--- src/sv/binary_min_heap_queue_macros.svh ---
// Assertion macros used by the binary min-heap queue top level.
`ifndef BINARY_MIN_HEAP_QUEUE_MACROS_SVH
`define BINARY_MIN_HEAP_QUEUE_MACROS_SVH

`ifndef SYNTHESIS
// Same-cycle implication, checked at every rising edge outside reset.
`define BMHQ_ASSERT_NOW(lbl, ante, cons, msg) \
  lbl: assert property (@(posedge clk) disable iff (rst) (ante) |-> (cons)) else $error(msg);
// Next-cycle implication, checked at every rising edge outside reset.
`define BMHQ_ASSERT_NEXT(lbl, ante, cons, msg) \
  lbl: assert property (@(posedge clk) disable iff (rst) (ante) |=> (cons)) else $error(msg);
`else
`define BMHQ_ASSERT_NOW(lbl, ante, cons, msg)
`define BMHQ_ASSERT_NEXT(lbl, ante, cons, msg)
`endif

`endif

--- src/sv/bmhq_pkg.sv ---
// Types and constants shared by the binary min-heap queue modules.
package bmhq_pkg;

  localparam int KEY_W        = 64;
  localparam int SRC_W        = 8;
  localparam int POS_W        = 32;
  localparam int DEF_CAPACITY = 64;

  localparam logic CMD_PUSH = 1'b0;
  localparam logic CMD_POP  = 1'b1;

  typedef enum logic [1:0] {
    ST_OK    = 2'd0,
    ST_EMPTY = 2'd1,
    ST_FULL  = 2'd2
  } status_t;

  typedef struct packed {
    logic [KEY_W-1:0] key;
    logic [SRC_W-1:0] source;
    logic [POS_W-1:0] position;
  } entry_t;

  // Commands from the controller to the datapath.
  typedef struct packed {
    logic    load_push;
    logic    load_pop;
    logic    take_pop;
    logic    up_read;
    logic    up_move;
    logic    sink_read;
    logic    sink_move;
    logic    place;
    logic    finish;
    status_t code;
  } ctrl_t;

  // Status from the datapath to the controller.
  typedef struct packed {
    logic full;
    logic empty;
    logic at_root;
    logic up_go;
    logic has_child;
    logic sink_go;
  } stat_t;

endpackage

--- src/sv/bmhq_ctrl.sv ---
// Controller state machine that sequences pushes, pops and the sift steps.
module bmhq_ctrl (
  input  logic            clk,
  input  logic            rst,
  input  logic            start,
  input  logic            command,
  input  bmhq_pkg::stat_t st,
  output logic            busy,
  output bmhq_pkg::ctrl_t ctl
);
  import bmhq_pkg::*;

  typedef enum logic [5:0] {
    S_IDLE    = 6'b000001,
    S_UP_CHK  = 6'b000010,
    S_UP_CMP  = 6'b000100,
    S_POP_CAP = 6'b001000,
    S_DN_CHK  = 6'b010000,
    S_DN_CMP  = 6'b100000
  } state_t;

  state_t state;
  state_t state_next;

  assign busy = state != S_IDLE;

  always_comb begin
    ctl        = '0;
    ctl.code   = ST_OK;
    state_next = state;
    case (state)
      S_IDLE: begin
        if (start) begin
          if (command == CMD_PUSH) begin
            if (st.full) begin
              ctl.finish = 1'b1;
              ctl.code   = ST_FULL;
            end else begin
              ctl.load_push = 1'b1;
              state_next    = S_UP_CHK;
            end
          end else begin
            if (st.empty) begin
              ctl.finish = 1'b1;
              ctl.code   = ST_EMPTY;
            end else begin
              ctl.load_pop = 1'b1;
              state_next   = S_POP_CAP;
            end
          end
        end
      end
      S_UP_CHK: begin
        if (st.at_root) begin
          ctl.place  = 1'b1;
          ctl.finish = 1'b1;
          state_next = S_IDLE;
        end else begin
          ctl.up_read = 1'b1;
          state_next  = S_UP_CMP;
        end
      end
      S_UP_CMP: begin
        if (st.up_go) begin
          ctl.up_move = 1'b1;
          state_next  = S_UP_CHK;
        end else begin
          ctl.place  = 1'b1;
          ctl.finish = 1'b1;
          state_next = S_IDLE;
        end
      end
      S_POP_CAP: begin
        ctl.take_pop = 1'b1;
        state_next   = S_DN_CHK;
      end
      S_DN_CHK: begin
        if (st.has_child) begin
          ctl.sink_read = 1'b1;
          state_next    = S_DN_CMP;
        end else begin
          ctl.place  = 1'b1;
          ctl.finish = 1'b1;
          state_next = S_IDLE;
        end
      end
      S_DN_CMP: begin
        if (st.sink_go) begin
          ctl.sink_move = 1'b1;
          state_next    = S_DN_CHK;
        end else begin
          ctl.place  = 1'b1;
          ctl.finish = 1'b1;
          state_next = S_IDLE;
        end
      end
      default: begin
        state_next = S_IDLE;
      end
    endcase
  end

  always_ff @(posedge clk) begin
    if (rst) begin
      state <= S_IDLE;
    end else begin
      state <= state_next;
    end
  end

endmodule

--- config.mk ---
export PLATFORM = sky130hd
export DESIGN_NAME = bmhq_ctrl
export DESIGN_NICKNAME = d
export VERILOG_FILES = /design/src/sv/binary_min_heap_queue_macros.svh /design/src/sv/bmhq_pkg.sv /design/src/sv/bmhq_ctrl.sv
export SDC_FILE = /design/constraint.sdc
export NUM_CORES = 1
export LEC_CHECK = 0
export ABC_AREA = 1
export BUFFER_PORTS_ARGS = -buffer_cell sky130_fd_sc_hd__buf_4
export CORE_AREA = 2 2 39 41
export CTS_CLUSTER_DIAMETER = 40
export DETAILED_ROUTE_END_ITERATION = 10
export DIE_AREA = 0 0 41 43
export PLACE_DENSITY_LB_ADDON = 0.15
export SLEW_MARGIN = 10
export SYNTH_ARGS = -nofsm -noshare
export SYNTH_HDL_FRONTEND = slang
export SYNTH_SLANG_ARGS = --single-unit
--- constraint.sdc ---
create_clock -name clk -period 1.1 [get_ports clk]
set_input_delay 0.22 -clock clk [delete_from_list [all_inputs] [get_ports clk]]
set_output_delay 0.22 -clock clk [all_outputs]
set_load 0.05 [all_outputs]
==> run_results.csv <==
group,metric,value,unit
yosys,muxShareOfSynthArea,0,%
global_routing,antenna_found_initial,0,
critical_path,cp.arrival,1.40,ns
yosys,ys_warn_count,0,
cts,clk_latency,0.26,ns
power_and_ir_drop,peakVddDrop,0.667,mV
critical_path,crit_type,"flip-flop to primary output",
sta,max_slew_margin,85.5,%
floorplan,die_h,43,um
sta,fin_ws,-0.518,ns
finish,final_cell_mix,"32 x buf_4, 15 x buf_6, 9 x nor2_4, 8 x inv_2, 8 x nor2_1",
critical_path,cp.required,0.88,ns
yosys,ys_types,17,
min_path,hold_class,"input port to flip-flop",
floorplan,initial_core_util,34.4,%
yosys,synth-simple-area-share,55.0,%
sta,fin_setup_tns,-6.26,ns
cts,cts.clk_slew.worst_paths,0.05,ns
yosys,synth_top_family_by_area,"simple AND/OR/NAND/NOR gates",
critical_path,worstSetupStartpointType,"flip-flop",
critical_path,end_kind,"primary output",
route,initialDrtViolationCount,5,
sta,max_freq,618,MHz
critical_path,path_cells,"inv_2 -> nor2_4 -> nand2_2 -> nor2_4 -> inv_6 -> nor4_4 -> buf_6",
cts,cts_buffers,3,
critical_path,path_max_fanout,5,
yosys,ys_seq_area_share,25.3,%
power_and_ir_drop,p_per_area,891,nW/um2
cts,h-tree-depth,1,
finish,layout-drive-gt1-share,82.0,%
global_routing,grt_max_degree,6,
power_and_ir_drop,power.leakage,0.571,nW
finish,fill_cells,74,
route,first_pass_iters,3,
placed_design,hpwlAfterDp,1210,um
cts,numClockSinks,6,
global_routing,first_global_vias,735,
finish,antenna_cells,0,
finish,top_regs,"state: 6 flops",
sta,hold_viol,0,
route,vias,705,
sta,period_minus_slack,1.62,ns
floorplan,fp.dieW,41,um
finish,multiInputGateArea,477,um2
route,ant_nets,0,
yosys,synth_compound_area_share,7.11,%
flow_run,cap_violations,0,
finish,regMostFlops,"state",
cts,root_buffer,"clkbuf_4",
yosys,syn-num-nets,88,
cts,cts_tree,"built",
finish,final_common_cell,"buf_4",
global_routing,grtUsageTotal,23.4,%
sta,tightest_slew,0.216,ns
floorplan,die_area,1760,um2
yosys,syn_area,475,um2
sta,rsz0062_at_grt,"yes",
cts,clockBufferDepth,2,
finish,nets,145,
cts,hold_buffers,0,
sta,fin_crit_sh,147,%
yosys,avgSynthCellArea,6.10,um2
outcome,violations,"negative setup slack",
yosys,synth_seq_cells,6,
sta,skew,0.00124,ns
outcome,status,"finished with violations",
floorplan,io_pins,22,
route,viasPerCell,4.73,
finish,largest_reg_flops,6,
route,routed_wl,1750,um
placed_design,gp_congestion,0.729,
global_routing,grt_pass1_wl,2770,um
route,post_drt_wl_per_cell,11.8,um
floorplan,rows,14,
sta,slew_violations,0,
yosys,synth_cells,78,
finish,seq_area,130,um2
sta,setup_viol,16,
global_routing,grt-ovfl-total,0,
yosys,synthAdderAreaFrac,0,%
yosys,synthXorXnorAreaFrac,0,%
route,drc,0,
placed_design,port_buffers,21,
power_and_ir_drop,p_total,0.00108,W
floorplan,core,1380,um2
critical_path,worst_path_max_delay_cell,"dfxtp_2",
critical_path,critical-path-max-stage-delay,0.33,ns
critical_path,worst_path_most_repeated_cell,"nor2_4",
finish,syn_to_final_growth,154,%
## metal layers
metal | global-route usage, % | wire length (um)
met2 | 43.1 | 997
met1 | 22.0 | 634
met4 | 14.0 | 50
met5 | 0 | 0
met3 | 3.14 | 71
## final cells by class
type | instances | area share (%)
well taps | 16 | 1.65
repair buffers | 52 | 40.0
clock buffers | 3 | 1.86
inverters | 16 | 6.31
multi-input cells | 56 | 39.4
flip-flops and latches | 6 | 10.8
## logic make-up (layout without fill, tap and decap cells)
| group | after synthesis | count (layout) |
|---|---|---|
| flip-flops | 6 | 6 |
| AND/OR/NAND/NOR | 50 | 50 |
| AO/OA/AOI/OAI | 6 | 6 |
| buffers and inverters | 16 | 71 |
## final timing paths
| check | cells past startpoint | end | startpoint | slack [ns] |
|---|---|---|---|---|
| worst min register to register | 4 | state[5]$_SDFFE_PP0P_ | state[5]$_SDFFE_PP0P_ | 0.69 |
| worst max-delay path | 7 | ctl[9] | state[0]$_SDFFE_PP1P_ | -0.52 |
| worst max register to register | 9 | state[3]$_SDFFE_PP0P_ | state[0]$_SDFFE_PP1P_ | -0.35 |
| worst min-delay path | 2 | state[4]$_SDFFE_PP0P_ | rst | 0.17 |
## through the flow
step | cells | instance area, um2 | worst slack, ns | util [%] | hold WS (ns)
floorplan | 78 | 612 | -0.434 | - | 0.282
global placement | 140 | 977 | -0.274 | 70.6 | 0.428
detailed placement | 140 | 977 | -0.273 | 70.6 | 0.437
CTS | 149 | 1190 | -0.513 | 85.9 | 0.158
global route | 149 | 1210 | -0.575 | 87.4 | 0.184
finish | 149 | 1210 | -0.518 | 87.4 | 0.174
## power by group
| group | internal [W] | switching [W] | total (W) |
|---|---|---|---|
| sequential | 0.000232 | 0.0000105 | 0.000242 |
| combinational | 0.000269 | 0.000341 | 0.000610 |
| clock | 0.000125 | 0.000101 | 0.000226 |
| total | 0.000625 | 0.000452 | 0.00108 |
## critical path, delay by kind of cell, from the launching register on
kind / cells / cell delay [ns]
AND/OR/NAND/NOR: 4 / 0.48
flip-flops: 1 / 0.33
buffers and inverters: 3 / 0.32
## synth_stat cells, drive strengths merged
cell type | n | share of area [%]
nor2 | 18 | 19
nor3 | 5 | 5.3
dfxtp | 6 | 25
a21oi | 2 | 2.1
nand2 | 16 | 16
nand3 | 8 | 8.4
o21ai | 4 | 5.0
nor4 | 2 | 5.3
nand4 | 1 | 1.3
inv | 16 | 13
## repair_timing
action                     CTS  global route
buffers inserted             6             0
pin swaps                   15             4
resized for setup           39             5
cloned                       0             0
setup endpoints to repair   16            18
Power figures use the tool's default switching activity.
